==> src/sv/clcd_pkg.sv <==
package clcd_pkg;

  // Display geometry and address space.
  localparam int unsigned COLUMNS = 20;
  localparam int unsigned CELLS   = 80;
  localparam int unsigned ADDR_W  = 7;
  localparam int unsigned CHAR_W  = 8;

  localparam logic [ADDR_W-1:0] COLS_A    = ADDR_W'(COLUMNS);
  localparam logic [ADDR_W-1:0] LAST_CELL = ADDR_W'(CELLS - 1);
  localparam logic [ADDR_W-1:0] ROW1_BASE = ADDR_W'(64);
  localparam logic [ADDR_W-1:0] ROW2_BASE = ADDR_W'(20);
  localparam logic [ADDR_W-1:0] ROW3_BASE = ADDR_W'(84);

  // Character code that the clear instruction fills in.
  localparam logic [CHAR_W-1:0] BLANK_CODE = CHAR_W'(32);

  // Item kinds and pin numbers.
  localparam logic       CMD_PIN       = 1'b0;
  localparam logic       CMD_READ      = 1'b1;
  localparam logic [3:0] PIN_DATA_LAST = 4'd7;
  localparam logic [3:0] PIN_RS        = 4'd8;
  localparam logic [3:0] PIN_RW        = 4'd9;
  localparam logic [3:0] PIN_EN        = 4'd10;
  localparam logic [3:0] PIN_LIGHT     = 4'd11;

  // Status that every result carries.
  typedef struct packed {
    logic [ADDR_W-1:0] cursor_addr;
    logic [ADDR_W-1:0] first_column;
    logic              display_enabled;
    logic              cursor_shown;
    logic              cursor_blinks;
    logic              light_on;
    logic              two_line_mode;
    logic              tall_font;
    logic              wide_bus;
  } clcd_status_t;

  // Side effects of one pin event, handed from the executor to the sequencer.
  typedef struct packed {
    logic              we;
    logic [ADDR_W-1:0] waddr;
    logic [CHAR_W-1:0] wdata;
    logic              clear;
    logic              redraw;
  } clcd_action_t;

  // One result item.
  typedef struct packed {
    logic [CHAR_W-1:0] read_char;
    clcd_status_t      status;
    logic              redraw;
  } clcd_result_t;

  // Address step with wrap inside the character store.
  function automatic logic [ADDR_W-1:0] wrap_up(input logic [ADDR_W-1:0] v);
    return (v >= LAST_CELL) ? '0 : v + 1'b1;
  endfunction

  function automatic logic [ADDR_W-1:0] wrap_down(input logic [ADDR_W-1:0] v);
    return (v == '0 || v > LAST_CELL) ? LAST_CELL : v - 1'b1;
  endfunction

endpackage

==> src/sv/clcd_if.sv <==
// Request channel: one pin event or one cell read per transaction.
interface clcd_req_if import clcd_pkg::*; ();
  logic              valid;
  logic              ready;
  logic              cmd;
  logic [3:0]        pin;
  logic              level;
  logic [ADDR_W-1:0] cell_index;

  modport source (output valid, cmd, pin, level, cell_index, input ready);
  modport sink   (input valid, cmd, pin, level, cell_index, output ready);
endinterface

// Response channel: one result per request transaction.
interface clcd_rsp_if import clcd_pkg::*; ();
  logic              valid;
  logic              ready;
  logic [CHAR_W-1:0] read_char;
  logic [ADDR_W-1:0] cursor_addr;
  logic [ADDR_W-1:0] first_column;
  logic              display_enabled;
  logic              cursor_shown;
  logic              cursor_blinks;
  logic              light_on;
  logic              two_line_mode;
  logic              tall_font;
  logic              wide_bus;
  logic              redraw;

  modport source (output valid, read_char, cursor_addr, first_column, display_enabled,
                  cursor_shown, cursor_blinks, light_on, two_line_mode, tall_font,
                  wide_bus, redraw, input ready);
  modport sink   (input valid, read_char, cursor_addr, first_column, display_enabled,
                  cursor_shown, cursor_blinks, light_on, two_line_mode, tall_font,
                  wide_bus, redraw, output ready);
endinterface

==> src/sv/clcd_ram.sv <==
// Simple dual-port RAM with one write port and a registered read port.
module clcd_ram #(
  parameter int unsigned WIDTH = 8,
  parameter int unsigned DEPTH = 80
) (
  input  logic                     clk,
  input  logic                     we,
  input  logic [$clog2(DEPTH)-1:0] waddr,
  input  logic [WIDTH-1:0]         wdata,
  input  logic                     re,
  input  logic [$clog2(DEPTH)-1:0] raddr,
  output logic [WIDTH-1:0]         rdata
);

  logic [WIDTH-1:0] mem [DEPTH];

  always_ff @(posedge clk) begin
    if (we) begin
      mem[waddr] <= wdata;
    end
    if (re) begin
      rdata <= mem[raddr];
    end
  end

endmodule

==> src/sv/clcd_exec.sv <==
// Pin event executor: holds the controller registers, assembles bytes and
// decodes instructions. Character store traffic leaves as an action.
module clcd_exec import clcd_pkg::*; (
  input  logic         clk,
  input  logic         rst,
  input  logic         ev_valid,
  input  logic [3:0]   pin,
  input  logic         level,
  output clcd_status_t sts,
  output clcd_action_t act
);

  logic [CHAR_W-1:0] latched, latched_next;
  logic              rs_cmd, rs_cmd_next;
  logic              rw_read, rw_read_next;
  logic              low_phase, low_phase_next;
  logic              move_inc, move_inc_next;
  logic              shift_en, shift_en_next;
  logic              ddram_sel, ddram_sel_next;
  clcd_status_t      st, st_next;

  logic              fire;
  logic [2:0]        bit_idx;
  logic              use_bit;
  logic [ADDR_W-1:0] a;

  // Next register values for one event.
  always_comb begin
    latched_next   = latched;
    rs_cmd_next    = rs_cmd;
    rw_read_next   = rw_read;
    low_phase_next = low_phase;
    move_inc_next  = move_inc;
    shift_en_next  = shift_en;
    ddram_sel_next = ddram_sel;
    st_next        = st;
    act            = '0;
    fire           = 1'b0;
    bit_idx        = pin[2:0];
    use_bit        = 1'b1;
    a              = latched[ADDR_W-1:0];

    if (ev_valid) begin
      if (pin <= PIN_DATA_LAST) begin
        // In the low nibble phase pins 4-7 carry bits 0-3.
        if (!st.wide_bus && low_phase) begin
          use_bit = pin[2];
          bit_idx = {1'b0, pin[1:0]};
        end
        if (!rw_read && use_bit) begin
          latched_next[bit_idx] = level;
        end
      end else if (pin == PIN_RS) begin
        rs_cmd_next = ~level;
      end else if (pin == PIN_RW) begin
        rw_read_next = level;
      end else if (pin == PIN_EN) begin
        if (!level && !rw_read) begin
          if (st.wide_bus) begin
            fire = 1'b1;
          end else begin
            low_phase_next = ~low_phase;
            fire           = low_phase;
          end
        end
      end else if (pin == PIN_LIGHT) begin
        st_next.light_on = level;
        act.redraw       = 1'b1;
      end
    end

    // Execute the assembled byte as an instruction or a character write.
    if (fire) begin
      if (rs_cmd) begin
        if (latched[7]) begin
          if (a < COLS_A) begin
            st_next.cursor_addr = a;
          end else if (a >= ROW1_BASE && a < ROW1_BASE + COLS_A) begin
            st_next.cursor_addr = a - ROW1_BASE + COLS_A;
          end else if (a >= ROW2_BASE && a < ROW2_BASE + COLS_A) begin
            st_next.cursor_addr = a - ROW2_BASE + ADDR_W'(2 * COLUMNS);
          end else if (a >= ROW3_BASE && a < ROW3_BASE + COLS_A) begin
            st_next.cursor_addr = a - ROW3_BASE + ADDR_W'(3 * COLUMNS);
          end
          ddram_sel_next = 1'b1;
        end else if (latched[6]) begin
          st_next.cursor_addr = {1'b0, latched[5:0]};
          ddram_sel_next      = 1'b0;
        end else if (latched[5]) begin
          st_next.wide_bus      = latched[4];
          st_next.two_line_mode = latched[3];
          st_next.tall_font     = latched[2];
        end else if (latched[4]) begin
          if (latched[3]) begin
            st_next.first_column = latched[2] ? wrap_down(st.first_column)
                                              : wrap_up(st.first_column);
          end
        end else if (latched[3]) begin
          st_next.display_enabled = latched[2];
          st_next.cursor_shown    = latched[1];
          st_next.cursor_blinks   = latched[0];
        end else if (latched[2]) begin
          move_inc_next = latched[1];
          shift_en_next = latched[0];
        end else if (latched[1]) begin
          st_next.cursor_addr  = '0;
          st_next.first_column = '0;
          ddram_sel_next       = 1'b1;
        end else if (latched[0]) begin
          st_next.cursor_addr  = '0;
          st_next.first_column = '0;
          move_inc_next        = 1'b1;
          ddram_sel_next       = 1'b1;
          act.clear            = 1'b1;
        end
      end else if (ddram_sel) begin
        act.we              = st.cursor_addr <= LAST_CELL;
        act.waddr           = st.cursor_addr;
        act.wdata           = latched;
        act.redraw          = 1'b1;
        st_next.cursor_addr = wrap_up(st.cursor_addr);
        if (shift_en) begin
          st_next.first_column = move_inc ? wrap_up(st.first_column)
                                          : wrap_down(st.first_column);
        end
      end
    end
  end

  assign sts = st_next;

  // Controller registers.
  always_ff @(posedge clk) begin
    if (rst) begin
      latched   <= '0;
      rs_cmd    <= 1'b0;
      rw_read   <= 1'b0;
      low_phase <= 1'b0;
      move_inc  <= 1'b0;
      shift_en  <= 1'b0;
      ddram_sel <= 1'b0;
      st        <= '0;
    end else begin
      latched   <= latched_next;
      rs_cmd    <= rs_cmd_next;
      rw_read   <= rw_read_next;
      low_phase <= low_phase_next;
      move_inc  <= move_inc_next;
      shift_en  <= shift_en_next;
      ddram_sel <= ddram_sel_next;
      st        <= st_next;
    end
  end

endmodule

==> src/sv/character_lcd_controller.sv <==
// Character LCD controller, pin-level model.
// The req channel carries one transaction per pin event (cmd 0: pin, level)
// or per cell read (cmd 1: cell_index). The rsp channel returns exactly one
// result per request: the cell's character code for a read (0 for a pin
// event or an index past the last cell) and the controller status after it.
// A pin event result passes through the result stage and the rsp register;
// a read first waits in ST_READ for the registered read of the character
// store RAM. No new request is taken until the last result leaves the stage.
// The clear instruction fills all 80 cells with blanks, one cell per cycle,
// so req.ready stays low until that pass ends. Reset starts the same pass
// with zeros; no request is taken until it ends.
// A result stage sits in front of the rsp register, so when the receiver
// stalls one more request is still taken and its result waits there; after
// that req.ready stays low until rsp.ready returns.
module character_lcd_controller import clcd_pkg::*; (
  input  logic              clk,
  input  logic              rst,
  clcd_req_if.sink          req,
  clcd_rsp_if.source        rsp
);

  typedef enum logic [1:0] {
    ST_SWEEP,
    ST_IDLE,
    ST_READ
  } state_t;

  state_t            state;
  logic [ADDR_W-1:0] sweep_addr;
  logic [CHAR_W-1:0] sweep_fill;
  logic              read_hit;
  logic              stage_valid;
  clcd_result_t      stage;
  logic              rsp_valid;
  clcd_result_t      rsp_q;

  logic              accept;
  logic              ev_valid;
  clcd_status_t      sts;
  clcd_action_t      act;
  logic              ram_we;
  logic [ADDR_W-1:0] ram_waddr;
  logic [CHAR_W-1:0] ram_wdata;
  logic              ram_re;
  logic [CHAR_W-1:0] ram_rdata;

  assign req.ready = (state == ST_IDLE) && !stage_valid;
  assign accept    = req.valid && req.ready;
  assign ev_valid  = accept && (req.cmd == CMD_PIN);

  clcd_exec u_exec (
    .clk      (clk),
    .rst      (rst),
    .ev_valid (ev_valid),
    .pin      (req.pin),
    .level    (req.level),
    .sts      (sts),
    .act      (act)
  );

  // The fill pass owns the write port; otherwise character writes use it.
  assign ram_we    = (state == ST_SWEEP) ? 1'b1       : act.we;
  assign ram_waddr = (state == ST_SWEEP) ? sweep_addr : act.waddr;
  assign ram_wdata = (state == ST_SWEEP) ? sweep_fill : act.wdata;
  assign ram_re    = accept && (req.cmd == CMD_READ) && (req.cell_index <= LAST_CELL);

  clcd_ram #(
    .WIDTH (CHAR_W),
    .DEPTH (CELLS)
  ) u_store (
    .clk   (clk),
    .we    (ram_we),
    .waddr (ram_waddr),
    .wdata (ram_wdata),
    .re    (ram_re),
    .raddr (req.cell_index),
    .rdata (ram_rdata)
  );

  // Sequencer, result stage and output register.
  always_ff @(posedge clk) begin
    if (rst) begin
      state       <= ST_SWEEP;
      sweep_addr  <= '0;
      sweep_fill  <= '0;
      stage_valid <= 1'b0;
      rsp_valid   <= 1'b0;
    end else begin
      case (state)
        ST_SWEEP: begin
          sweep_addr <= sweep_addr + 1'b1;
          if (sweep_addr == LAST_CELL) begin
            sweep_addr <= '0;
            state      <= ST_IDLE;
          end
        end
        ST_IDLE: begin
          if (accept) begin
            stage.status    <= sts;
            stage.read_char <= '0;
            stage.redraw    <= act.redraw;
            read_hit        <= ram_re;
            if (req.cmd == CMD_READ) begin
              state <= ST_READ;
            end else begin
              stage_valid <= 1'b1;
              if (act.clear) begin
                sweep_fill <= BLANK_CODE;
                sweep_addr <= '0;
                state      <= ST_SWEEP;
              end
            end
          end
        end
        ST_READ: begin
          stage.read_char <= read_hit ? ram_rdata : '0;
          stage_valid     <= 1'b1;
          state           <= ST_IDLE;
        end
        default: begin
          state <= ST_IDLE;
        end
      endcase

      // Move the staged result on when the output register is free.
      if (stage_valid && (!rsp_valid || rsp.ready)) begin
        rsp_q       <= stage;
        rsp_valid   <= 1'b1;
        stage_valid <= 1'b0;
      end else if (rsp.ready) begin
        rsp_valid <= 1'b0;
      end
    end
  end

  assign rsp.valid           = rsp_valid;
  assign rsp.read_char       = rsp_q.read_char;
  assign rsp.cursor_addr     = rsp_q.status.cursor_addr;
  assign rsp.first_column    = rsp_q.status.first_column;
  assign rsp.display_enabled = rsp_q.status.display_enabled;
  assign rsp.cursor_shown    = rsp_q.status.cursor_shown;
  assign rsp.cursor_blinks   = rsp_q.status.cursor_blinks;
  assign rsp.light_on        = rsp_q.status.light_on;
  assign rsp.two_line_mode   = rsp_q.status.two_line_mode;
  assign rsp.tall_font       = rsp_q.status.tall_font;
  assign rsp.wide_bus        = rsp_q.status.wide_bus;
  assign rsp.redraw          = rsp_q.redraw;

  // A clear instruction starts the blank fill pass.
  a_clear_sweep: assert property (@(posedge clk) disable iff (rst)
    (accept && act.clear) |=> (state == ST_SWEEP && sweep_addr == '0))
    else $error("clear did not start the fill pass");

  // A read transaction waits in ST_READ for the RAM before its result is staged.
  a_read_stage: assert property (@(posedge clk) disable iff (rst)
    (accept && req.cmd == CMD_READ) |=> (state == ST_READ && !stage_valid))
    else $error("read did not wait for RAM data");

  // The fill pass ends after the last cell.
  a_sweep_end: assert property (@(posedge clk) disable iff (rst)
    (state == ST_SWEEP && sweep_addr == LAST_CELL) |=> (state == ST_IDLE))
    else $error("fill pass did not end at the last cell");

  // The address counter and the shift offset never leave the character store.
  a_addr_range: assert property (@(posedge clk) disable iff (rst)
    (sts.cursor_addr <= LAST_CELL) && (sts.first_column <= LAST_CELL))
    else $error("address counter or shift offset out of range");

endmodule
==> src/flat_wrapper.sv <==
// flat-port wrapper written by rule: the top's interface ports become plain ports
module character_lcd_controller_flat import clcd_pkg::*;
  (clk, rst, req_valid, req_cmd, req_pin, req_level, req_cell_index, req_ready, rsp_valid, rsp_read_char, rsp_cursor_addr, rsp_first_column, rsp_display_enabled, rsp_cursor_shown, rsp_cursor_blinks, rsp_light_on, rsp_two_line_mode, rsp_tall_font, rsp_wide_bus, rsp_redraw, rsp_ready);
  clcd_req_if req_i ();
  clcd_rsp_if rsp_i ();
  input  logic clk;
  input  logic rst;
  input wire logic [$bits(req_i.valid)-1:0] req_valid;
  input wire logic [$bits(req_i.cmd)-1:0] req_cmd;
  input wire logic [$bits(req_i.pin)-1:0] req_pin;
  input wire logic [$bits(req_i.level)-1:0] req_level;
  input wire logic [$bits(req_i.cell_index)-1:0] req_cell_index;
  output wire logic [$bits(req_i.ready)-1:0] req_ready;
  output wire logic [$bits(rsp_i.valid)-1:0] rsp_valid;
  output wire logic [$bits(rsp_i.read_char)-1:0] rsp_read_char;
  output wire logic [$bits(rsp_i.cursor_addr)-1:0] rsp_cursor_addr;
  output wire logic [$bits(rsp_i.first_column)-1:0] rsp_first_column;
  output wire logic [$bits(rsp_i.display_enabled)-1:0] rsp_display_enabled;
  output wire logic [$bits(rsp_i.cursor_shown)-1:0] rsp_cursor_shown;
  output wire logic [$bits(rsp_i.cursor_blinks)-1:0] rsp_cursor_blinks;
  output wire logic [$bits(rsp_i.light_on)-1:0] rsp_light_on;
  output wire logic [$bits(rsp_i.two_line_mode)-1:0] rsp_two_line_mode;
  output wire logic [$bits(rsp_i.tall_font)-1:0] rsp_tall_font;
  output wire logic [$bits(rsp_i.wide_bus)-1:0] rsp_wide_bus;
  output wire logic [$bits(rsp_i.redraw)-1:0] rsp_redraw;
  input wire logic [$bits(rsp_i.ready)-1:0] rsp_ready;
  assign req_i.valid = req_valid;
  assign req_i.cmd = req_cmd;
  assign req_i.pin = req_pin;
  assign req_i.level = req_level;
  assign req_i.cell_index = req_cell_index;
  assign req_ready = req_i.ready;
  assign rsp_valid = rsp_i.valid;
  assign rsp_read_char = rsp_i.read_char;
  assign rsp_cursor_addr = rsp_i.cursor_addr;
  assign rsp_first_column = rsp_i.first_column;
  assign rsp_display_enabled = rsp_i.display_enabled;
  assign rsp_cursor_shown = rsp_i.cursor_shown;
  assign rsp_cursor_blinks = rsp_i.cursor_blinks;
  assign rsp_light_on = rsp_i.light_on;
  assign rsp_two_line_mode = rsp_i.two_line_mode;
  assign rsp_tall_font = rsp_i.tall_font;
  assign rsp_wide_bus = rsp_i.wide_bus;
  assign rsp_redraw = rsp_i.redraw;
  assign rsp_i.ready = rsp_ready;
  character_lcd_controller u_core (.clk(clk), .rst(rst), .req(req_i), .rsp(rsp_i));
endmodule
==> config.mk <==
export PLATFORM = sky130hd
export DESIGN_NAME = character_lcd_controller_flat
export DESIGN_NICKNAME = d
export VERILOG_FILES = /design/src/sv/clcd_pkg.sv /design/src/sv/clcd_if.sv /design/src/sv/clcd_ram.sv /design/src/sv/clcd_exec.sv /design/src/sv/character_lcd_controller.sv /design/src/flat_wrapper.sv
export SDC_FILE = /design/constraint.sdc
export NUM_CORES = 1
export LEC_CHECK = 0
export ABC_AREA = 1
export BUFFER_PORTS_ARGS = -buffer_cell sky130_fd_sc_hd__buf_2
export CAP_MARGIN = 20
export CORE_MARGIN = 4
export CORE_UTILIZATION = 25
export DETAILED_ROUTE_END_ITERATION = 6
export SLEW_MARGIN = 5
export SYNTH_ARGS = -nofsm -noshare
export SYNTH_HDL_FRONTEND = slang
export SYNTH_SLANG_ARGS = --single-unit
export TNS_END_PERCENT = 30
==> constraint.sdc <==
create_clock -name clk -period 13.9 [get_ports clk]
set_input_delay 4.17 -clock clk [delete_from_list [all_inputs] [get_ports clk]]
set_output_delay 4.17 -clock clk [all_outputs]
set_load 0.01 [all_outputs]
---- After elaboration in Yosys (flattened, before gate mapping) ----
Memories as Yosys holds them, arrays and structs flattened. A register that Yosys moved wholly into a read port is not among the register bits.
Cells that the tools add are included.
cells by class
  add/sub/neg operators ................... 10
  order comparisons ....................... 15
  equality and inequality tests ........... 17
  muxes and demuxes ....................... 108
  bitwise operators ....................... 13
  reduce and logical (&&, ||, !) cells .... 42
operators by type and width
  cell                 number
  $mux 7               20
  $mux 14              6
  $mux 1               51
  $mux 17              2
  $mux 3               11
  $mux 16              2
  $mux 30              1
  $ge 7x7->1 const B   4
  $add 7x1->7 const B  3
  $mux 10              2
  $mux 18              1
  $reduce_and 3->1     6
  $eq 4x4->1 const B   4
  $mux 8               2
  $pmux 8 s2           1
  $add 7x6->7 const B  2
  $le 7x7->1 const B   2
  $lt 7x7->1 const B   2
  $pmux 7 s2           1
  $reduce_and 7->1     2
  $sub 7x7->7 const B  2
  $logic_and 1x1->1    13
  $not 1->1            13
  $ne 3x1->1 const B   4
  other kinds (32)     48
storage, ports and cells
  bits in registers ....................... 108
  RAM bits ................................ 640
  input port bits ......................... 17
  output and inout port bits .............. 32
  logic and storage cells ................. 250
  memories ................................ 1
memories
  memory              words  bits a word  rd ports  clocked after Yosys merged registers in  wr ports  RTL line        source
  u_core.u_store.mem  80     8            1         1                                        1         clcd_ram.sv:15  logic [WIDTH-1:0] mem [DEPTH];

---- Longest topological paths before layout ----
Gate-level depths: netlist of the first run.
  depth in word-level cells ............... 14
  gate-level depth with buffers ........... 16
  gate-level depth less buffers ........... 16

---- By module ----
From an unflattened synthesis of the first run, not the netlist that was laid out.
unflattened totals
  cell total of the unflattened synthesis .. 2972
  area, all modules ....................... 32459.9 µm²
by module, submodules not included
  module                    times used  cells an instance  area an instance (µm²)  seq. area each (µm²)
  clcd_ram                  1           2188               26452.9                 19458.7
  clcd_exec                 1           558                3209.3                  700.7
  character_lcd_controller  1           226                2797.7                  2072.0

---- Least setup slack after synthesis of the first run ----
Ideal clock, no wire load.
  path kind ............................... input to register
  start ................................... in req_pin[2]
  end ..................................... mem u_core.u_store.mem[0][0], data pin
  library setup time ...................... 0.798 ns
  arrival time ............................ 8.199 ns
  data required time ...................... 13.102 ns
  path slack .............................. 4.903 ns
  stages on the path ...................... 10
  buffers on the path ..................... 1
  cell sequence ........................... inv_1 > nand2_1 > nor2_1 > nand3_1 > nor2_4 > nand2_4 > nor2_8 > nand2_4 > buf_6 > nor3_1
on the way
  cells in the longest elaborated chain, start to end .. 8
  elaborated cells on any way between the ends .. 11
  classes of those cells .................. 1 x order compare; 3 x eq/ne; 7 x mux
ends and longest elaborated chain
  element                  RTL line                        source
  from (decl)              flat_wrapper.sv:10              input wire logic [$bits(req_i.pin)-1:0] req_pin;
  $eq 4x4->1               clcd_exec.sv:57                 end else if (pin == PIN_EN) begin
  $mux 1                   clcd_exec.sv:57
  $mux 1                   clcd_exec.sv:55                 end else if (pin == PIN_RW) begin
  $mux 1                   clcd_exec.sv:53                 end else if (pin == PIN_RS) begin
  $mux 1 *                 clcd_exec.sv:44                 if (pin <= PIN_DATA_LAST) begin
  $mux 1 *                 clcd_exec.sv:43                 if (ev_valid) begin
  $mux 18 *                clcd_exec.sv:73                 if (fire) begin
  $mux 8 *                 character_lcd_controller.sv:64  assign ram_wdata = (state == ST_SWEEP) ? sweep_fill : act.wdata;
  net u_core.ram_wdata[0]  character_lcd_controller.sv:43  logic [CHAR_W-1:0] ram_wdata;
  to (decl)                clcd_ram.sv:15
Mark *: on every way through the listed nets, which the timed path passes. The rest lies on a longest branch.

---- Worst setup path after layout of the first run ----
  start ................................... in req_cell_index[0]
  end ..................................... reg u_core.u_store.rdata[7] (read register of u_core.u_store.mem), data pin
on the way
  cells in the longest elaborated chain, start to end .. 2
ends and longest elaborated chain
  element            RTL line                        source
  from (decl)        flat_wrapper.sv:12              input wire logic [$bits(req_i.cell_index)-1:0] req_cell_index;
  $le 7x7->1         character_lcd_controller.sv:65  assign ram_re = accept && (req.cmd == CMD_READ) && (req.cell_index <= LAST_CELL);
  $logic_and 1x1->1  character_lcd_controller.sv:65
  to (decl)          clcd_ram.sv:12                  output logic [WIDTH-1:0] rdata
Parallel ways exist; a longest one is shown, timed or not.
A chain may end at the register's enable or synchronous reset.

==> results.json, run 1 <==
{
  "status": "complete, no violations",
  "seq_area_frac_synth": 0.7051,
  "numPortBuffers": 48,
  "ioPinCount": 49,
  "die_y_um": 363.1,
  "syn_area_um2": 31530,
  "tightest_slew_ns": 1.077,
  "dieArea_um2": 131900,
  "synth-async-reset-ratio": 0,
  "finalInstanceArea_um2": 35840,
  "cts_setup_buffers": 0,
  "hold_violations": 0,
  "pwr-share-clk": 0.403,
  "design.core.area_um2": 125400,
  "syn-instance-count": 2696,
  "p_int_uw": 3684,
  "vias": 21420,
  "fin_worst_skew_ns": 0.03318,
  "crit_chain": "buf_8 -> buf_4 -> buf_4 -> o21ai_0 -> o221ai_1 -> nand3_1 -> nand2_1 -> nand2_1 -> nand3_1 -> nor2_1 -> nor2_1",
  "end_kind": "register",
  "cts_buffer_depth": 3,
  "synth_fp_nets": 2727,
  "cts-root-buf": "clkbuf_16",
  "crit_family": "buffers and inverters",
  "slew_violations": 0,
  "drive_above_1_share": 0.08294,
  "drt_iter0_markers": 2311,
  "combPwrFrac": 0.077,
  "vdd_drop_max_uv": 79.80,
  "num_rows": 130,
  "place_area_um2": 33490,
  "dp_hpwl_um": 51040,
  "die_x_um": 363.1,
  "arrival_ns": 7.60,
  "p_seq_frac": 0.520,
  "final_core_util": 0.2858,
  "cts.sinks": 756,
  "drt_wl_total_um": 86820,
  "fin_crit_ns": 7.101,
  "whs_path_depth": 0,
  "antenna_found_initial": 3,
  "setup_viol": 0,
  "crit_fanout": 90,
  "cp-start-kind": "input pin",
  "synth-edff-count": 709,
  "crit_cells": 11,
  "cap_violations": 0,
  "viasPerCell": 4.868,
  "grt_max_degree": 164,
  "fin_crit_sh": 0.5109,
  "area_growth_syn_to_layout_pct": 13.67,
  "ys.flop_type": "edfxtp_1",
  "hp-class": "register to register",
  "power_switching_uw": 1187,
  "cts_tree": "done",
  "syn_avg_cell_area_um2": 11.70,
  "h-tree-depth": 3,
  "path_class": "input pin to register",
  "nNetsFinal": 2719,
  "grt_pass1_wl_um": 130500,
  "ant_nets": 0,
  "ys_warn_count": 0,
  "overflow": 0,
  "post-route-drc-count": 0,
  "cts_buffers": 76,
  "grt_util_all_layers": 0.1275,
  "rsz0062_at_grt": "no",
  "slowest_delay_ns": 0.83,
  "cts_hold_buf": 0,
  "tns_ns": 0,
  "leakage_uw": 0.01289,
  "crit_buf_inv": 3,
  "powerDensity_nw_per_um2": 135.9,
  "relSlewSlack": 0.2772,
  "path_clk_slew_ns": 0.06,
  "synth_seq_cells": 756,
  "r2r_cells": 16,
  "drt-pass1-iter-count": 6,
  "grt_pass1_vias": 20360,
  "place_congestion": 0.8693,
  "p_sw_frac": 0.2437,
  "crit_required_ns": 14.40,
  "synth_cell_types": 44,
  "clk_latency_ns": 0.64,
  "routedWlPerCell_um": 19.73,
  "start_util": 0.2514,
  "power.total_uw": 4871,
  "fmax_mhz": 140.8,
  "cts_resized": 0,
  "cpMaxStageDelayCell": "buf_4"
}
==> per-stage QoR <==
stage / worst slack (ns) / hold slack, ns / std cells
after floorplan: 4.903 / 0.4003 / 2696
after global placement: 6.294 / 0.4011 / 4258
after detailed placement: 6.284 / 0.4045 / 4260
after CTS: 6.945 / 0.4191 / 4399
after global routing: 6.669 / 0.4220 / 4399
final: 6.799 / 0.4188 / 4400
==> power by group through the flow <==
stage	logic [uW]	registers, uW	clock network, uW
after detailed placement	372	2580	0
after global placement	368	2580	0
final	375	2530	1960
after CTS	374	2530	2000
after floorplan	226	2580	0
after global routing	406	2530	2090
==> layout by cell type, fill, tap and decap left out, drive strengths merged <==
cell type  instances
bufinv             3
a21oi             69
a22oi              3
ha                14
o21ai            380
o211ai            45
nand4             16
edfxtp           709
buf               74
nor3              13
o21bai             2
clkinv            35
clkbuf           100
o311ai             1
diode              1
a31o               1
a221oi             1
o221ai           112
or2                2
xor2               9
a311oi             3
nor3b              1
nand2            286
clkinvlp           1
nor4               3
a31oi              7
dfxtp             47
o21a               5
nand3            119
o211a              1
nor2             555
inv              107
a211oi             1
a21boi             1
o22ai             23
==> cells in the mapped netlist (5+ instances only) <==
cell type | number | share of area
a21oi_1 | 69 | 0.011
a31oi_1 | 7 | 0.0014
buf_1 | 12 | 0.0014
buf_2 | 19 | 0.0030
clkbuf_1 | 128 | 0.015
dfxtp_1 | 47 | 0.030
edfxtp_1 | 709 | 0.68
ha_1 | 14 | 0.0056
inv_1 | 98 | 0.012
inv_2 | 5 | 0.00060
nand2_1 | 271 | 0.032
nand2_2 | 13 | 0.0026
nand3_1 | 119 | 0.019
nand4_1 | 16 | 0.0032
nor2_1 | 547 | 0.065
nor3_1 | 12 | 0.0019
o211ai_1 | 45 | 0.011
o21a_1 | 5 | 0.0012
o21ai_0 | 372 | 0.059
o221ai_1 | 112 | 0.031
o22ai_1 | 23 | 0.0046
xor2_1 | 9 | 0.0025
==> worst paths after layout <==
| path | endpoint | slack (ns) | from |
|---|---|---|---|
| setup / recovery | u_core.u_store.rdata[7] | 6.80 | req_cell_index[0] |
| hold / removal | u_core.rsp.read_char[0] | 0.42 | u_core.stage[22] |
| setup reg to reg | u_core.u_store.mem[47][0] | 9.78 | u_core.state[1] |
| hold reg to reg | u_core.rsp.read_char[0] | 0.42 | u_core.stage[22] |
==> state kept, by name, indices dropped and copies added (netlist names), 2 cells and up <==
name	flops
u_core.stage	30
u_core.u_exec.st	21
u_core.sweep_addr	7
u_core.u_exec.latched	8
u_core.u_store.rdata	8
u_core.state	2
u_core.rsp.first_column	7
u_core.rsp.cursor_addr	7
u_core.rsp.read_char	8
u_core.u_store.mem	640
==> logic make-up (layout without fill, tap and decap cells) <==
family | Yosys count | after routing | share of synthesized area
and+or+nand+nor | 995 | 995 | 0.1287
DFF | 756 | 756 | 0.7051
AOI/OAI and AO/OA | 655 | 655 | 0.1254
buffers and inverters | 267 | 320 | 0.03278
adders and majority gates | 14 | 14 | 0.005555
xor gates and xnor gates | 9 | 9 | 0.002500
other | 0 | 1 | 0
==> per-layer routing <==
layer | GRT usage | part of all wire
met1 | 0.1686 | 0.42
met2 | 0.2134 | 0.48
met3 | 0.02132 | 0.069
met4 | 0.04088 | 0.028
met5 | 0 | 0.00015
==> layout make-up <==
cell class                 instances  area [um^2]
fill                           12730        89570
sequential                       756        22230
multi-input combinational       1673         8320
tap                             1650         2064
clock buffer                     100         2002
timing repair buffer              74        461.7
inverter                         107        411.6
clock inverter                    39        347.8
antenna                            1        2.502
Note: power is estimated with default switching activity, not from simulation.
==> run 2, diff against run 1 <==
--- a/config.mk
+++ b/config.mk
@@ -5,7 +5,7 @@
 export SDC_FILE = /design/constraint.sdc
 export NUM_CORES = 1
 export LEC_CHECK = 0
-export ABC_AREA = 1
+export ABC_AREA = 0
 export BUFFER_PORTS_ARGS = -buffer_cell sky130_fd_sc_hd__buf_2
 export CAP_MARGIN = 20
 export CORE_MARGIN = 4
==> constraint.sdc (replaced) <==
create_clock -name clk -period 6 [get_ports clk]
set_input_delay 1.8 -clock clk [delete_from_list [all_inputs] [get_ports clk]]
set_output_delay 1.8 -clock clk [all_outputs]
set_load 0.01 [all_outputs]
==> results.json, run 2 <==
{
  "yosys.area.top_type_share": 0.6839,
  "antenna_found_initial": 6,
  "regMostFlops": "u_core.u_store.mem",
  "dieArea_um2": 130200,
  "slew_violations": 0,
  "overflow": 0,
  "whs_path_depth": 0,
  "cts_setup_buffers": 0,
  "syn_avg_cell_area_um2": 17.42,
  "clk_latency_ns": 0.64,
  "place_ws_ns": 0.6729,
  "arrival_ns": 5.14,
  "die_x_um": 360.9,
  "cap_violations": 0,
  "hold_violations": 0,
  "r2r_cells": 9,
  "power.total_uw": 10520,
  "hold_end": "u_core.rsp.cursor_addr[5]",
  "cts-root-buf": "clkbuf_16",
  "syn-instance-count": 1787,
  "seq_area_frac_synth": 0.7141,
  "crit_required_ns": 6.32,
  "powerDensity_nw_per_um2": 292.1,
  "synth_area_leaders": "edfxtp_1, mux4_2, dfxtp_1",
  "area_growth_syn_to_layout_pct": 15.72,
  "design.core.area_um2": 123600,
  "drt_iter0_markers": 1950,
  "ioPinCount": 49,
  "die_y_um": 360.9,
  "ant_nets": 0,
  "cts_resized": 0,
  "hold-worst-slack_ns": 0.4179,
  "numPortBuffers": 48,
  "cts_buffers": 73,
  "fin_worst_skew_ns": 0.02459,
  "place_congestion": 0.8419,
  "nNetsFinal": 1901,
  "cp-start-kind": "input pin",
  "path_class": "input pin to register",
  "ys.flop_type": "edfxtp_1",
  "ys_warn_count": 0,
  "r2r_start": "u_core.state[1]",
  "yosys.area.top_type": "edfxtp_1",
  "cts_buffer_depth": 3,
  "dp_hpwl_um": 51260,
  "rsz0062_at_grt": "no",
  "syn_area_um2": 31130,
  "end_kind": "register",
  "synth_cell_types": 90,
  "hp-class": "register to register",
  "fmax_mhz": 207.6,
  "synth_common_cells": "edfxtp_1, mux4_2, nor2_1",
  "cts_tree": "done",
  "cts.sinks": 756,
  "yosysMostFrequentCell": "edfxtp_1",
  "status": "complete, no violations",
  "top_regs": "u_core.u_store.mem (640), u_core.stage (30), u_core.u_exec.st (21)",
  "drive_above_1_share": 0.2357,
  "cts_hold_buf": 0,
  "tightest_slew_ns": 0.9947,
  "fin_crit_sh": 0.8026,
  "place_area_um2": 33660,
  "leakage_uw": 0.01156,
  "vdd_drop_max_uv": 248.8,
  "viasPerCell": 4.831,
  "grt_pass1_wl_um": 117600,
  "final_common_cell": "edfxtp_1",
  "layout_common_cells": "edfxtp_1, mux4_2, nor2_1",
  "num_rows": 129,
  "path_clk_slew_ns": 0.06,
  "crit_fanout": 8,
  "grt_util_all_layers": 0.1189,
  "grt_max_degree": 81,
  "min_from": "u_core.stage[20]",
  "grt_pass1_vias": 17150,
  "finalInstanceArea_um2": 36020,
  "synth_seq_cells": 756,
  "fin_crit_ns": 4.816,
  "vias": 17220,
  "h-tree-depth": 3,
  "r2r-end": "u_core.u_store.mem[43][3]",
  "tns_ns": 0,
  "synth_fp_nets": 1818,
  "synth-async-reset-ratio": 0,
  "worst_slack_ns": 1.184,
  "routedWlPerCell_um": 22.28,
  "setup_viol": 0,
  "start_util": 0.2518,
  "largest_reg_flops": 640,
  "rrSetupSlack_ns": 1.73,
  "drt-pass1-iter-count": 6,
  "post-route-drc-count": 0,
  "drt_wl_total_um": 79420,
  "synth-edff-count": 709,
  "relSlewSlack": 0.3369
}
[run 2: cell types whose count changed after synthesis, sizes merged, moves of 20 or more]
cell	change
nor2b	+30
buf	+20
nor2	-407
o211ai	-41
nand3	-93
mux4	+168
clkbuf	-68
inv	-78
o221ai	-101
o21ai	-323
nand2	-219
mux2i	+36
[run 2: power breakdown]
| group | switching, uW | leakage [uW] | internal (uW) |
|---|---|---|---|
| combinational | 192 | 0.00316 | 109 |
| sequential | 11.5 | 0.00726 | 5700 |
| clock | 2040 | 0.00114 | 2470 |
| total | 2240 | 0.0116 | 8280 |
[run 2: kinds of logic (layout without fill, tap and decap cells)]
logic type | Yosys count | in the layout | share of synthesized area
DFF | 756 | 756 | 0.7141
AOI/OAI and AO/OA | 248 | 248 | 0.05498
muxes | 214 | 214 | 0.1367
other | 0 | 1 | 0
and+or+nand+nor | 407 | 407 | 0.06684
adders and majority gates | 14 | 14 | 0.005627
buffers and inverters | 137 | 276 | 0.01857
xor gates and xnor gates | 11 | 11 | 0.003095
[run 2: final cells by class]
type,instances,area (um^2)
clock inverter,45,481.7
timing repair buffer,120,924.6
clock buffer,86,1876
antenna,1,2.502
tap,1637,2048
fill,12150,87610
inverter,25,93.84
sequential,756,22230
multi-input combinational,894,8366
[run 2: worst max-delay path by stage]
stage | start | to | slack, ns | cells past startpoint
global placement | req_cmd | u_core.u_store.mem[43][0] | 0.81 | 8
global route | req_cmd | u_core.u_store.mem[42][2] | 1.02 | 7
detailed placement | req_cmd | u_core.u_store.mem[42][2] | 0.67 | 7
finish | req_cmd | u_core.u_store.mem[43][3] | 1.18 | 8
CTS | req_cmd | u_core.u_store.mem[42][2] | 1.32 | 7
floorplan | req_pin[0] | u_core.u_store.mem[0][3] | 0.58 | 5
[run 2: critical path: stages]
cell and delay (ns):
buf_2 0.13, nand4bb_1 0.63, nor2_1 0.46, nand3_1 0.36
o32ai_1 0.59, nand2_1 0.41, nor3_1 0.48, buf_4 0.26
[run 2: per-layer routing]
metal,GRT usage,routed length (um)
met5,0,14
met3,0.02920,6801
met2,0.1897,37330
met1,0.1590,32980
met4,0.04003,2292
[run 2: stage by stage]
stage                     utilization  std cells
final                          0.2914       3564
after detailed placement       0.2723       3432
after global placement         0.2723       3432
after global routing           0.2913       3563
after CTS                      0.2913       3563
after floorplan                     -       1787
==> run 3, diff against run 2 <==
==> constraint.sdc (replaced) <==
create_clock -name clk -period 4.05 [get_ports clk]
set_input_delay 1.215 -clock clk [delete_from_list [all_inputs] [get_ports clk]]
set_output_delay 1.215 -clock clk [all_outputs]
set_load 0.01 [all_outputs]
==> results.json, run 3 (synthesis results as in run 2) <==
{
  "setup_viol": 0,
  "die_x_um": 360.9,
  "path_clk_slew_ns": 0.06,
  "nNetsFinal": 1995,
  "grt_max_degree": 81,
  "fin_crit_sh": 0.8492,
  "whs_path_depth": 0,
  "r2r_start": "u_core.state[1]",
  "rrSetupSlack_ns": 0.64,
  "routedWlPerCell_um": 21.57,
  "h-tree-depth": 3,
  "antenna_found_initial": 4,
  "ant_nets": 0,
  "cts.sinks": 756,
  "cts_resized": 0,
  "drt-pass1-iter-count": 6,
  "design.core.area_um2": 123600,
  "fin_crit_ns": 3.439,
  "crit_fanout": 36,
  "hp-class": "register to register",
  "drt_iter0_markers": 2058,
  "num_rows": 129,
  "final_core_util": 0.2980,
  "powerDensity_nw_per_um2": 427.4,
  "arrival_ns": 3.86,
  "die_y_um": 360.9,
  "fmax_mhz": 290.8,
  "r2r-end": "u_core.u_store.mem[79][2]",
  "grt_util_all_layers": 0.1190,
  "vdd_drop_max_uv": 291.4,
  "overflow": 0,
  "dieArea_um2": 130200,
  "worst_slack_ns": 0.6109,
  "layout_common_cells": "edfxtp_1, mux4_2, buf_4",
  "rsz0062_at_grt": "no",
  "hold_violations": 0,
  "drt_wl_total_um": 78950,
  "cts_setup_buffers": 0,
  "min_from": "u_core.stage[0]",
  "relSlewSlack": 0.3793,
  "regMostFlops": "u_core.u_store.mem",
  "grt_pass1_vias": 17640,
  "p_int_uw": 12530,
  "place_area_um2": 34420,
  "numPortBuffers": 48,
  "area_growth_syn_to_layout_pct": 18.34,
  "hold_end": "u_core.rsp.redraw",
  "start_util": 0.2518,
  "leakage_uw": 0.01209,
  "cts-root-buf": "clkbuf_16",
  "vias": 17460,
  "final_common_cell": "edfxtp_1",
  "p_sw_frac": 0.2041,
  "p_seq_frac": 0.537,
  "viasPerCell": 4.769,
  "fin_worst_skew_ns": 0.04691,
  "power_switching_uw": 3214,
  "crit_required_ns": 4.47,
  "cts_tree": "done",
  "place_congestion": 0.8652,
  "tightest_slew_ns": 0.9076,
  "end_kind": "register",
  "place_ws_ns": 0.01291,
  "grt_pass1_wl_um": 118600,
  "drive_above_1_share": 0.2664,
  "cap_violations": 0,
  "post-route-drc-count": 0,
  "clk_latency_ns": 0.63,
  "dp_hpwl_um": 51780,
  "cts_buffer_depth": 3,
  "cts_buffers": 74,
  "path_class": "input pin to register",
  "cts_hold_buf": 0,
  "pwr-share-clk": 0.432,
  "ioPinCount": 49,
  "combPwrFrac": 0.030,
  "r2r_cells": 11,
  "largest_reg_flops": 640,
  "finalInstanceArea_um2": 36840,
  "slew_violations": 0,
  "cp-start-kind": "input pin",
  "hold-worst-slack_ns": 0.4166,
  "top_regs": "u_core.u_store.mem (640), u_core.stage (30), u_core.u_exec.st (21)",
  "status": "complete, no violations"
}
-- run 3: cell types whose count changed in the layout (fill, tap and decap cells not counted), moves of 5 or more --
cell / delta
buf_4: +88
clkinv_1: +8
buf_12: +5
inv_6: -5
-- run 3: area by class of cell --
type                    count  area (um^2)
diodes                      1        2.502
well taps                1637         2048
flip-flops and latches    756        22230
inverters                  25        93.84
clock buffers              92         1941
multi-input cells         894         8366
fillers                 12110        86800
clock inverters            43        470.5
repair buffers            213         1685
-- run 3: worst max-delay path, stage by stage --
cell and delay [ns]:
buf_4 0.47, buf_4 0.47, a211oi_1 0.16, a2111oi_0 0.83, buf_4 0.23, a211oi_1 0.04, buf_4 0.19, a21oi_1 0.22
-- run 3: how the worst max path moves through the flow --
stage	from	end	depth (start not counted)	slack (ns)
2_1_floorplan	req_pin[0]	u_core.u_store.mem[0][3]	5	-0.79
3_3_place_gp	req_level	u_core.u_store.mem[34][2]	8	0.02
6_report	req_cell_index[2]	u_core.u_store.rdata[5]	8	0.61
3_5_place_dp	req_pin[1]	u_core.u_store.mem[37][1]	8	0.01
5_1_grt	u_core.state[1]	u_core.u_store.mem[79][5]	11	0.45
4_1_cts	req_cell_index[1]	u_core.u_store.rdata[5]	9	0.67
-- run 3: metal layers --
metal | up-vias | global-route usage | wire length [um]
met4 | 4 | 0.03546 | 2076
li1 | 7553 | - | -
met5 | - | 0 | 34
met3 | 132 | 0.02178 | 6234
met1 | 9021 | 0.1638 | 33140
met2 | 749 | 0.1921 | 37470
-- run 3: stage by stage --
stage,power (uW),setup TNS [ns],cells
floorplan,8916,-252.79,1787
global placement,9098,0,3525
detailed placement,9106,0,3525
CTS,15900,0,3660
global route,16280,0,3660
finish,15750,0,3661
-- run 3: power by group through the flow --
stage | clock network, uW | logic, uW | registers [uW]
3_3_place_gp | 0 | 472 | 8630
3_5_place_dp | 0 | 478 | 8630
4_1_cts | 6960 | 478 | 8460
6_report | 6810 | 475 | 8460
5_1_grt | 7320 | 506 | 8460
2_1_floorplan | 0 | 298 | 8620
